## config.mk

```make
export PLATFORM = sky130hd
export DESIGN_NAME = cobs_crc32_frame_receiver
export DESIGN_NICKNAME = d
export VERILOG_FILES = /design/src/ccfr_pkg.sv /design/src/ccfr_core.sv /design/src/cobs_crc32_frame_receiver.sv
export SDC_FILE = /design/constraint.sdc
export NUM_CORES = 1
export LEC_CHECK = 0
export BUFFER_PORTS_ARGS = -buffer_cell sky130_fd_sc_hd__buf_2
export CORE_MARGIN = 5
export CORE_UTILIZATION = 45
export CTS_CLUSTER_DIAMETER = 150
export CTS_CLUSTER_SIZE = 30
export DETAILED_ROUTE_END_ITERATION = 8
export PLACE_DENSITY = 0.71
export SETUP_SLACK_MARGIN = 0.02
export SYNTH_ARGS = -nofsm -noshare
export SYNTH_HDL_FRONTEND = slang
export SYNTH_SLANG_ARGS = --single-unit
```

## constraint.sdc

```tcl
create_clock -name clk -period 2.4 [get_ports clk]
set_input_delay 0.24 -clock clk [delete_from_list [all_inputs] [get_ports clk]]
set_output_delay 0.24 -clock clk [all_outputs]
set_load 0.05 [all_outputs]
```

## src/ccfr_pkg.sv

```systemverilog
// Shared types, constants and the CRC-32 byte function for the COBS frame receiver.
`default_nettype none

package ccfr_pkg;

    localparam logic [7:0]  DELIM_BYTE      = 8'h00;
    localparam logic [7:0]  FULL_GROUP_CODE = 8'hFF;
    localparam logic [31:0] CRC_POLY        = 32'hEDB88320;
    localparam logic [31:0] CRC_INIT        = 32'hFFFFFFFF;
    localparam int          MIN_FRAME_BYTES = 5;
    localparam int          TAIL_BYTES      = 4;

    typedef enum logic [1:0] {
        ST_OK       = 2'd0,
        ST_SHORT    = 2'd1,
        ST_OVERRUN  = 2'd2,
        ST_CRC_BAD  = 2'd3
    } ccfr_status_t;

    typedef struct packed {
        logic         valid;
        logic         is_status;
        logic [7:0]   payload_byte;
        ccfr_status_t frame_status;
        logic [7:0]   payload_length;
    } ccfr_result_t;

    // One byte of a reflected CRC-32, eight bit steps unrolled.
    function automatic logic [31:0] crc_byte(input logic [31:0] crc_in, input logic [7:0] b);
        logic [31:0] c;
        c = crc_in ^ {24'd0, b};
        for (int k = 0; k < 8; k++) begin
            if (c[0])
            begin
                c = (c >> 1) ^ CRC_POLY;
            end
            else
            begin
                c = c >> 1;
            end
        end
        return c;
    endfunction

endpackage

`default_nettype wire

```

## src/ccfr_core.sv

```systemverilog
// Frame state, COBS decode, CRC tail delay line and end-of-frame judgment.
`default_nettype none

module ccfr_core #(
    parameter int RX_BUFFER_BYTES = 256
) (
    input  wire logic                  clk,
    input  wire logic                  rst_n,
    input  wire logic                  step,
    input  wire logic [7:0]            rx_byte,
    output ccfr_pkg::ccfr_result_t     result
);
    import ccfr_pkg::*;

    localparam int CNT_W = $clog2(RX_BUFFER_BYTES);
    localparam int LEN_W = (CNT_W > 8) ? CNT_W : 8;
    localparam logic [CNT_W-1:0] BUF_LIMIT = CNT_W'(RX_BUFFER_BYTES - 1);
    localparam logic [CNT_W-1:0] MIN_LEN   = CNT_W'(MIN_FRAME_BYTES);
    localparam logic [CNT_W-1:0] CNT_ONE   = CNT_W'(1);
    localparam logic [2:0]       TAIL_FULL = 3'(TAIL_BYTES);

    logic [CNT_W-1:0] encoded_reg, encoded_next;
    logic [CNT_W-1:0] decoded_reg, decoded_next;
    logic [7:0]       group_reg, group_next;
    logic             zpend_reg, zpend_next;
    logic [2:0]       fill_reg, fill_next;
    logic [31:0]      crc_reg, crc_next;
    logic [7:0]       tail_reg [TAIL_BYTES];
    logic [7:0]       tail_next [TAIL_BYTES];

    logic             push_en;
    logic [7:0]       push_byte;
    logic [CNT_W-1:0] plen_raw;
    logic [LEN_W-1:0] plen_wide;
    logic [31:0]      recv_crc;

    always_comb
    begin
        encoded_next = encoded_reg;
        decoded_next = decoded_reg;
        group_next   = group_reg;
        zpend_next   = zpend_reg;
        fill_next    = fill_reg;
        crc_next     = crc_reg;
        tail_next    = tail_reg;
        push_en      = 1'b0;
        push_byte    = rx_byte;
        result       = '0;
        plen_raw     = decoded_reg - CNT_W'(fill_reg);
        plen_wide    = LEN_W'(plen_raw);
        recv_crc     = {tail_reg[3], tail_reg[2], tail_reg[1], tail_reg[0]};

        if (step)
        begin
            if (rx_byte == DELIM_BYTE)
            begin
                if (encoded_reg != '0)
                begin
                    result.valid     = 1'b1;
                    result.is_status = 1'b1;
                    if (encoded_reg < MIN_LEN)
                    begin
                        result.frame_status = ST_SHORT;
                    end
                    else if (group_reg != 8'd0)
                    begin
                        result.frame_status = ST_OVERRUN;
                    end
                    else if (decoded_reg < MIN_LEN)
                    begin
                        result.frame_status = ST_SHORT;
                    end
                    else if (recv_crc == ~crc_reg)
                    begin
                        result.frame_status = ST_OK;
                    end
                    else
                    begin
                        result.frame_status = ST_CRC_BAD;
                    end
                    result.payload_length = (plen_wide > LEN_W'(255)) ? 8'hFF
                                                                      : plen_wide[7:0];
                end
                encoded_next = '0;
                decoded_next = '0;
                group_next   = 8'd0;
                zpend_next   = 1'b0;
                fill_next    = 3'd0;
                crc_next     = CRC_INIT;
                for (int i = 0; i < TAIL_BYTES; i++) begin
                    tail_next[i] = 8'd0;
                end
            end
            else if (encoded_reg < BUF_LIMIT)
            begin
                encoded_next = encoded_reg + CNT_ONE;
                if (group_reg == 8'd0)
                begin
                    // Code byte: the previous group's implied zero is now known to be real.
                    push_en    = zpend_reg;
                    push_byte  = DELIM_BYTE;
                    group_next = rx_byte - 8'd1;
                    zpend_next = (rx_byte != FULL_GROUP_CODE);
                end
                else
                begin
                    push_en    = 1'b1;
                    group_next = group_reg - 8'd1;
                end

                if (push_en)
                begin
                    decoded_next = decoded_reg + CNT_ONE;
                    if (fill_reg == TAIL_FULL)
                    begin
                        result.valid        = 1'b1;
                        result.payload_byte = tail_reg[0];
                        crc_next            = crc_byte(crc_reg, tail_reg[0]);
                        for (int i = 0; i < TAIL_BYTES - 1; i++) begin
                            tail_next[i] = tail_reg[i+1];
                        end
                        tail_next[TAIL_BYTES-1] = push_byte;
                    end
                    else
                    begin
                        tail_next[fill_reg[1:0]] = push_byte;
                        fill_next                = fill_reg + 3'd1;
                    end
                end
            end
        end
    end

    always_ff @(posedge clk or negedge rst_n)
    begin
        if (!rst_n)
        begin
            encoded_reg <= '0;
            decoded_reg <= '0;
            group_reg   <= 8'd0;
            zpend_reg   <= 1'b0;
            fill_reg    <= 3'd0;
            crc_reg     <= CRC_INIT;
            for (int i = 0; i < TAIL_BYTES; i++) begin
                tail_reg[i] <= 8'd0;
            end
        end
        else
        begin
            encoded_reg <= encoded_next;
            decoded_reg <= decoded_next;
            group_reg   <= group_next;
            zpend_reg   <= zpend_next;
            fill_reg    <= fill_next;
            crc_reg     <= crc_next;
            tail_reg    <= tail_next;
        end
    end

endmodule

`default_nettype wire

```

## src/cobs_crc32_frame_receiver.sv

```systemverilog
// Top level of the COBS frame receiver with CRC-32 check: input and result registers.
//
//  channel  | valid      | ready      | beat fields
//  ---------+------------+------------+-------------------------------------------------
//  receive  | rx_valid   | rx_ready   | rx_byte
//  result   | out_valid  | out_ready  | is_status, payload_byte, frame_status,
//           |            |            | payload_length
//
// Each received byte is taken into an input register, then decoded combinationally by the
// core (COBS group tracking, four-byte CRC tail delay, one unrolled CRC-32 byte step)
// and its result, if any, lands in the result register. With out_ready held high the
// block takes one beat per cycle. A stalled result register holds the pipeline, and
// rx_ready then falls once the input register is also full. Reset is asynchronous and
// active low and returns the frame state to empty with the CRC preset to all ones; no
// clearing pass is needed.
`default_nettype none

module cobs_crc32_frame_receiver #(
    parameter int RX_BUFFER_BYTES = 256
) (
    input  wire logic       clk,
    input  wire logic       rst_n,
    input  wire logic       rx_valid,
    output logic            rx_ready,
    input  wire logic [7:0] rx_byte,
    output logic            out_valid,
    input  wire logic       out_ready,
    output logic            is_status,
    output logic [7:0]      payload_byte,
    output logic [1:0]      frame_status,
    output logic [7:0]      payload_length
);
    import ccfr_pkg::*;

    logic         in_valid_reg;
    logic [7:0]   in_byte_reg;
    logic         advance;
    logic         step;
    ccfr_result_t core_result;

    logic         out_valid_reg;
    logic         is_status_reg;
    logic [7:0]   payload_byte_reg;
    logic [1:0]   frame_status_reg;
    logic [7:0]   payload_length_reg;

    // The held byte moves on whenever the result register is free or being emptied.
    assign advance  = !out_valid_reg || out_ready;
    assign step     = in_valid_reg && advance;
    assign rx_ready = !in_valid_reg || advance;

    always_ff @(posedge clk or negedge rst_n)
    begin
        if (!rst_n)
        begin
            in_valid_reg <= 1'b0;
        end
        else if (rx_valid && rx_ready)
        begin
            in_valid_reg <= 1'b1;
        end
        else if (step)
        begin
            in_valid_reg <= 1'b0;
        end
    end

    always_ff @(posedge clk)
    begin
        if (rx_valid && rx_ready)
        begin
            in_byte_reg <= rx_byte;
        end
    end

    ccfr_core #(
        .RX_BUFFER_BYTES(RX_BUFFER_BYTES)
    ) u_core (
        .clk    (clk),
        .rst_n  (rst_n),
        .step   (step),
        .rx_byte(in_byte_reg),
        .result (core_result)
    );

    // Result register: loads when the core produces a beat, empties on acceptance.
    always_ff @(posedge clk or negedge rst_n)
    begin
        if (!rst_n)
        begin
            out_valid_reg <= 1'b0;
        end
        else if (advance)
        begin
            out_valid_reg <= step && core_result.valid;
        end
    end

    always_ff @(posedge clk)
    begin
        if (step && core_result.valid)
        begin
            is_status_reg      <= core_result.is_status;
            payload_byte_reg   <= core_result.payload_byte;
            frame_status_reg   <= core_result.frame_status;
            payload_length_reg <= core_result.payload_length;
        end
    end

    assign out_valid      = out_valid_reg;
    assign is_status      = is_status_reg;
    assign payload_byte   = payload_byte_reg;
    assign frame_status   = frame_status_reg;
    assign payload_length = payload_length_reg;

endmodule

`default_nettype wire
```

==> impl_metrics.ini, run 1 <==
[placement]
portBuffers = 32
dp_hpwl_mm = 11.7
dp.cells = 863
routabilityCongestion = 0.859
placed_cell_area_mm2 = 0.00742

[synth]
mappedNetlistNets = 661
synth_area_per_cell_um2 = 10.8
ys_ff_latch = 121
synth_flop_cell = dfrtp_1
ys_seq_area_frac = 0.466
ys_async_sr_fraction = 0.777
syn_inst = 634
yosysUniqueCellTypes = 66
synth_edf_count = 27
yosys_warnings = 0
syn_area_mm2 = 0.00687

[grt]
gr-total-overflow = 0
use_met3 = 0.0483
grt_max_degree = 53
antenna_found_initial = 0
grt_pass1_vias = 5083
grt_use_total = 0.194
grt_pass1_wl_mm = 27.1
grt.busiest_layer = met2
met1_usage = 0.256
globalRouteMet2Util = 0.302

[sta]
period_needed_ns = 2.29
worstMarginPinSlew_ns = 0.728
fmax_mhz = 437
fin_crit_sh = 0.954
final-setup-viol-count = 0
finClkSkew_ns = 0.00853
slew_viol_final = 0
hold_violations = 0
tns_ns = 0
rsz0062_at_grt = false
max_slew_margin = 0.510

[clock_network]
clockRootBuffer = clkbuf_16
tritoncts = built
clk_pin_slew_ns = 0.06
numCtsBuffers = 17
cts.htree.levels = 4
insertion_delay_ns = 0.43
cts_buffer_depth = 2
cts.sinks = 121

[worst_setup_path]
cp-start-kind = flop
critPathRequiredTime_ns = 2.57
cp.arrival_ns = 2.46
cp-end-kind = flop
criticalPathCategory = reg -> reg
critPathMaxFanout = 2

[die]
start_util = 0.455
coreArea_mm2 = 0.0151
die_area_mm2 = 0.0178
ios = 33
fp.dieW_um = 134
fp-row-count = 45
die_h_um = 134

[layout]
layout-drive-gt1-share = 0.259
area_growth_pct = 19.4
final_util = 0.544
num-nets-final = 735
stdcell_count = 909
diodes = 0
finalInstanceArea_mm2 = 0.00820

[detailed_routing]
drt_iter0_drc = 511
ant_nets = 0
viasPerCell = 5.64
detail_route.wl_per_cell_um = 18.2
dr.pass1.iters = 5
vias = 5125
drcViolationCount = 0
drt-total-wl_mm = 16.5

[run_status]
status = finished clean

[job]
cap_viol_max_count = 0

[worst_hold_path]
hp-class = in -> reg
cells in the mapped netlist, drive strengths merged (9+ instances only):
library cell	instances	share of area
inv	18	0.0098
edfxtp	27	0.12
a21oi	16	0.013
o31ai	10	0.011
and2	9	0.0084
a32oi	16	0.020
nor3	12	0.011
nor4	9	0.010
nand2	69	0.038
nand4	14	0.013
xor2	47	0.070
buf	22	0.024
nor2	34	0.021
a2bb2oi	32	0.050
xnor2	58	0.083
clkbuf	12	0.0067
dfstp	32	0.12
nand3	12	0.0095
o21ai	56	0.043
dfrtp	62	0.23
ha	14	0.026
final timing paths:
path	startpoint	to	slack [ns]	cells after the start
worst max register to register	u_core.crc_reg[1]	frame_status[0]	0.11	6
worst min register to register	u_core.crc_reg[10]	u_core.crc_reg[10]	0.52	1
worst min-delay path	rx_valid	in_valid_reg	0.01	2
worst max-delay path	u_core.crc_reg[1]	frame_status[0]	0.11	6
max in group asynchronous	rst_n	u_core.crc_reg[17]	1.31	3
min in group asynchronous	rst_n	u_core.group_reg[0]	0.35	2
placed cells by master (no fill, tap or decap), types with 10 or more instances in the layout:
cell,synthesis,routed
nand2_1,69,68
dfrtp_1,62,62
xnor2_1,51,51
o21ai_0,52,51
buf_4,2,42
xor2_1,39,38
nor2_1,32,32
dfstp_2,32,32
buf_2,10,31
edfxtp_1,27,27
a2bb2oi_1,22,22
inv_1,18,18
clkbuf_16,0,17
a32oi_1,16,16
a21oi_1,15,15
nand4_1,14,14
ha_1,14,14
nand3_1,11,11
a2bb2oi_2,10,10
o31ai_1,10,10
nor3_1,10,10
cell type report:
| type | count | area [um^2] |
|---|---|---|
| Clock buffer | 19 | 433 |
| Clock inverter | 13 | 178 |
| Fill cell | 1289 | 6890 |
| Inverter | 18 | 67.6 |
| Multi-Input combinational cell | 462 | 3430 |
| Sequential cell | 121 | 3200 |
| Tap cell | 188 | 235 |
| Timing Repair Buffer | 88 | 654 |
worst max-delay path: stages (launching register included):
cell and delay, ns:
dfstp_2 0.56, xnor2_2 0.07, or4_1 0.54, nor4_1 0.32, nand4_1 0.25, o21ai_1 0.21, a21oi_1 0.08
timing repair:
action                                  4_1_cts  5_1_grt
endpoints found under the setup margin       31       39
pin swaps                                     1        3
resized for setup                             1        6
cloned                                        1        0
endpoints found under the hold margin        41        0
buffers inserted                              2        2
hold buffers                                  9        0
through the flow:
stage | setup slack, ns | hold slack, ns
2_1_floorplan | 0.0825 | -0.0556
3_3_place_gp | 0.0669 | 0.271
3_5_place_dp | -0.0543 | 0.283
4_1_cts | 0.0463 | 0.00341
5_1_grt | 0.0238 | 0.0213
6_report | 0.110 | 0.0134
layer usage:
layer	vias to the layer above	share of wire
met5	-	0
met4	0	0.029
met3	43	0.062
met2	190	0.48
met1	2491	0.43
li1	2401	-
logic make-up after synthesis:
kind of cell	after synthesis	share of synthesized area
mux	4	0.00583
buf+inv	52	0.0403
fa+ha+maj	15	0.0284
flops	121	0.466
compound gates	147	0.162
simple gates	189	0.140
xor+xnor	106	0.157
Power of run 1 is not shown: default switching activity piles up to over one toggle a cycle in this logic, so the estimate is an artifact.
==> run 2: changes to the inputs <==
ABC_AREA = 1   (was default)
SLEW_MARGIN = 10   (was default)
==> run 2 against run 1 <==
Against the previous run: routed wire length rose by 11%; register-to-register slack improved by 0.15 ns; sequential share of layout area decreased by 1.5 points; non-clock buffer count down 27; first-iteration DRC count down 8.4%; fmax grew 7.2%; clock skew grew 0.0057 ns; via count is 23% higher; largest cell class unchanged; area after synthesis increased by 8.0%; critical endpoint is now payload_byte[4]; utilization decreased by 2.2 points; critical path type unchanged.
==> impl_metrics.ini, run 2 <==
[run_status]
status = finished clean

[grt]
grt_use_total = 0.198
grt_pass1_wl_mm = 30.7
grt.busiest_layer = met2
use_met3 = 0.0442
antenna_found_initial = 0
gr-total-overflow = 0
globalRouteMet2Util = 0.320
grt_pass1_vias = 6137
grt_max_degree = 40
met1_usage = 0.267

[detailed_routing]
ant_nets = 0
drt-total-wl_mm = 18.3
detail_route.wl_per_cell_um = 14.7
drcViolationCount = 0
dr.pass1.iters = 5
viasPerCell = 5.03
drt_iter0_drc = 468
vias = 6287

[layout]
diodes = 0
layout-drive-gt1-share = 0.154
finalInstanceArea_mm2 = 0.00852
area_growth_pct = 14.9
num-nets-final = 1043
seq_area_mm2 = 0.00320
final.fill_count = 1540
multiInputGateArea_mm2 = 0.00351
final_common_cell = nand2_1
mostFrequentLayoutCells = nand2_1, inv_1, o21ai_0, nor2_1, nand3_1

[worst_setup_path]
criticalPathCategory = reg -> reg
ff2ff_setup_slack_ns = 0.26
cp-start-kind = flop
cp-end-kind = flop
rr_worst_depth = 8
reg2reg_to = payload_byte[4]
critPathRequiredTime_ns = 2.46
cp.arrival_ns = 2.19
reg2reg_from = u_core.fill_reg[1]
critPathMaxFanout = 19

[synth]
synth_flop_cell = dfrtp_1
syn_inst = 958
syn_area_mm2 = 0.00742
yosys_warnings = 0
yosys-top-cells-count = nand2_1, inv_1, o21ai_0
ys_seq_area_frac = 0.432
ys_async_sr_fraction = 0.777
yosysUniqueCellTypes = 44
synth_top_cell_by_area = dfrtp_1
ys_ff_latch = 121
synth_area_leaders = dfrtp_1, nand2_1, dfstp_2
synth_edf_count = 27
mappedNetlistNets = 985
synth.most_common_cell = nand2_1
synth_area_per_cell_um2 = 7.74
synth_top_area_frac = 0.209

[sta]
tns_ns = 0
final-setup-viol-count = 0
finClkSkew_ns = 0.0142
worstMarginPinSlew_ns = 0.554
max_slew_margin = 0.628
rsz0062_at_grt = false
fin_crit_sh = 0.890
hold_violations = 0
fmax_mhz = 468
slew_viol_final = 0
period_needed_ns = 2.14

[die]
coreArea_mm2 = 0.0163
fp-row-count = 47
ios = 33
die_area_mm2 = 0.0192
fp.dieW_um = 138
start_util = 0.454
die_h_um = 138

[power]
leakage_nw = 4.16
peakVddDrop_mv = 0.658
power_density_mw_per_mm2 = 1570

[job]
cap_viol_max_count = 0

[placement]
routabilityCongestion = 0.906
portBuffers = 32
dp_hpwl_mm = 13.5
placed_cell_area_mm2 = 0.00787

[clock_network]
cts.htree.levels = 4
tritoncts = built
cts_buffer_depth = 2
clk_pin_slew_ns = 0.05
cts.sinks = 121
insertion_delay_ns = 0.42
clockRootBuffer = clkbuf_16
postCtsSetupBuffers = 0
numCtsBuffers = 17

[worst_hold_path]
min_to = in_byte_reg[3]
holdPathStages = 1
hp-start = rx_byte[3]
hp-class = in -> reg
==> run 2: cell type report <==
class / instances / share of cell area
clock inverter: 7 / 0.00764
inverter: 143 / 0.0630
clock buffer: 25 / 0.0605
tap: 220 / 0.0323
timing repair buffer: 61 / 0.0482
sequential: 121 / 0.376
multi-input combinational: 672 / 0.412
==> run 2: how the worst max path moves through the flow <==
stage | end | from | slack, ns | cells past startpoint
final | payload_byte[4] | u_core.fill_reg[1] | 0.26 | 8
after global routing | u_core.recv_crc[19] | u_core.fill_reg[1] | 0.04 | 9
after CTS | u_core.recv_crc[13] | u_core.fill_reg[0] | 0.21 | 8
after detailed placement | u_core.recv_crc[13] | u_core.fill_reg[1] | 0.23 | 8
after global placement | u_core.crc_reg[22] | u_core.encoded_reg[0] | 0.30 | 10
after floorplan | frame_status[0] | u_core.fill_reg[1] | 0.15 | 9
==> run 2: cells by family (layout without fill, tap and decap cells) <==
| group | Yosys count | in the layout | share of synthesized area |
|---|---|---|---|
| fa+ha+maj | 15 | 15 | 0.0263 |
| buf+inv | 165 | 236 | 0.0951 |
| compound gates | 134 | 134 | 0.108 |
| flops | 121 | 121 | 0.432 |
| simple gates | 459 | 459 | 0.263 |
| xor+xnor | 64 | 64 | 0.0756 |
==> run 2: critical path: stages, from the launching register on <==
cell     delay [ns]
dfrtp_1        0.42
inv_1          0.14
ha_1           0.30
nand2_2        0.14
nor2_4         0.13
inv_2          0.07
nor3_4         0.17
inv_2          0.06
nand2_2        0.34
==> run 2: per-layer routing <==
metal | wire length [um] | vias up
met5 | 0 | -
met4 | 381 | 0
met3 | 883 | 32
met2 | 8640 | 184
met1 | 8400 | 2919
li1 | - | 3152
==> run 2: where the power goes <==
| group | leakage, nW | internal, mW | switching, mW |
|---|---|---|---|
| Sequential | 1.40 | 3.03 | 0.766 |
| Combinational | 2.48 | 2.49 | 4.58 |
| Clock | 0.285 | 1.58 | 0.901 |
| Total | 4.16 | 7.10 | 6.25 |
==> run 2: timing repair <==
action,4_1_cts,5_1_grt
hold endpoints to repair,30,0
hold buffers,7,0
gates resized for setup,0,1
endpoints found under the setup margin,0,27
==> run 2: per-stage QoR <==
step | setup WS (ns) | total power, mW | utilization | hold WS (ns) | std cells
2_1_floorplan | 0.151 | 9.10 | - | -0.0556 | 958
3_3_place_gp | 0.302 | 10.6 | 0.481 | 0.180 | 1210
3_5_place_dp | 0.227 | 10.7 | 0.481 | 0.184 | 1210
4_1_cts | 0.212 | 13.3 | 0.521 | 0.000105 | 1249
5_1_grt | 0.0367 | 14.5 | 0.521 | 0.00433 | 1249
6_report | 0.264 | 13.3 | 0.521 | 0.0139 | 1249
Note: power is estimated with default switching activity, not from simulation.
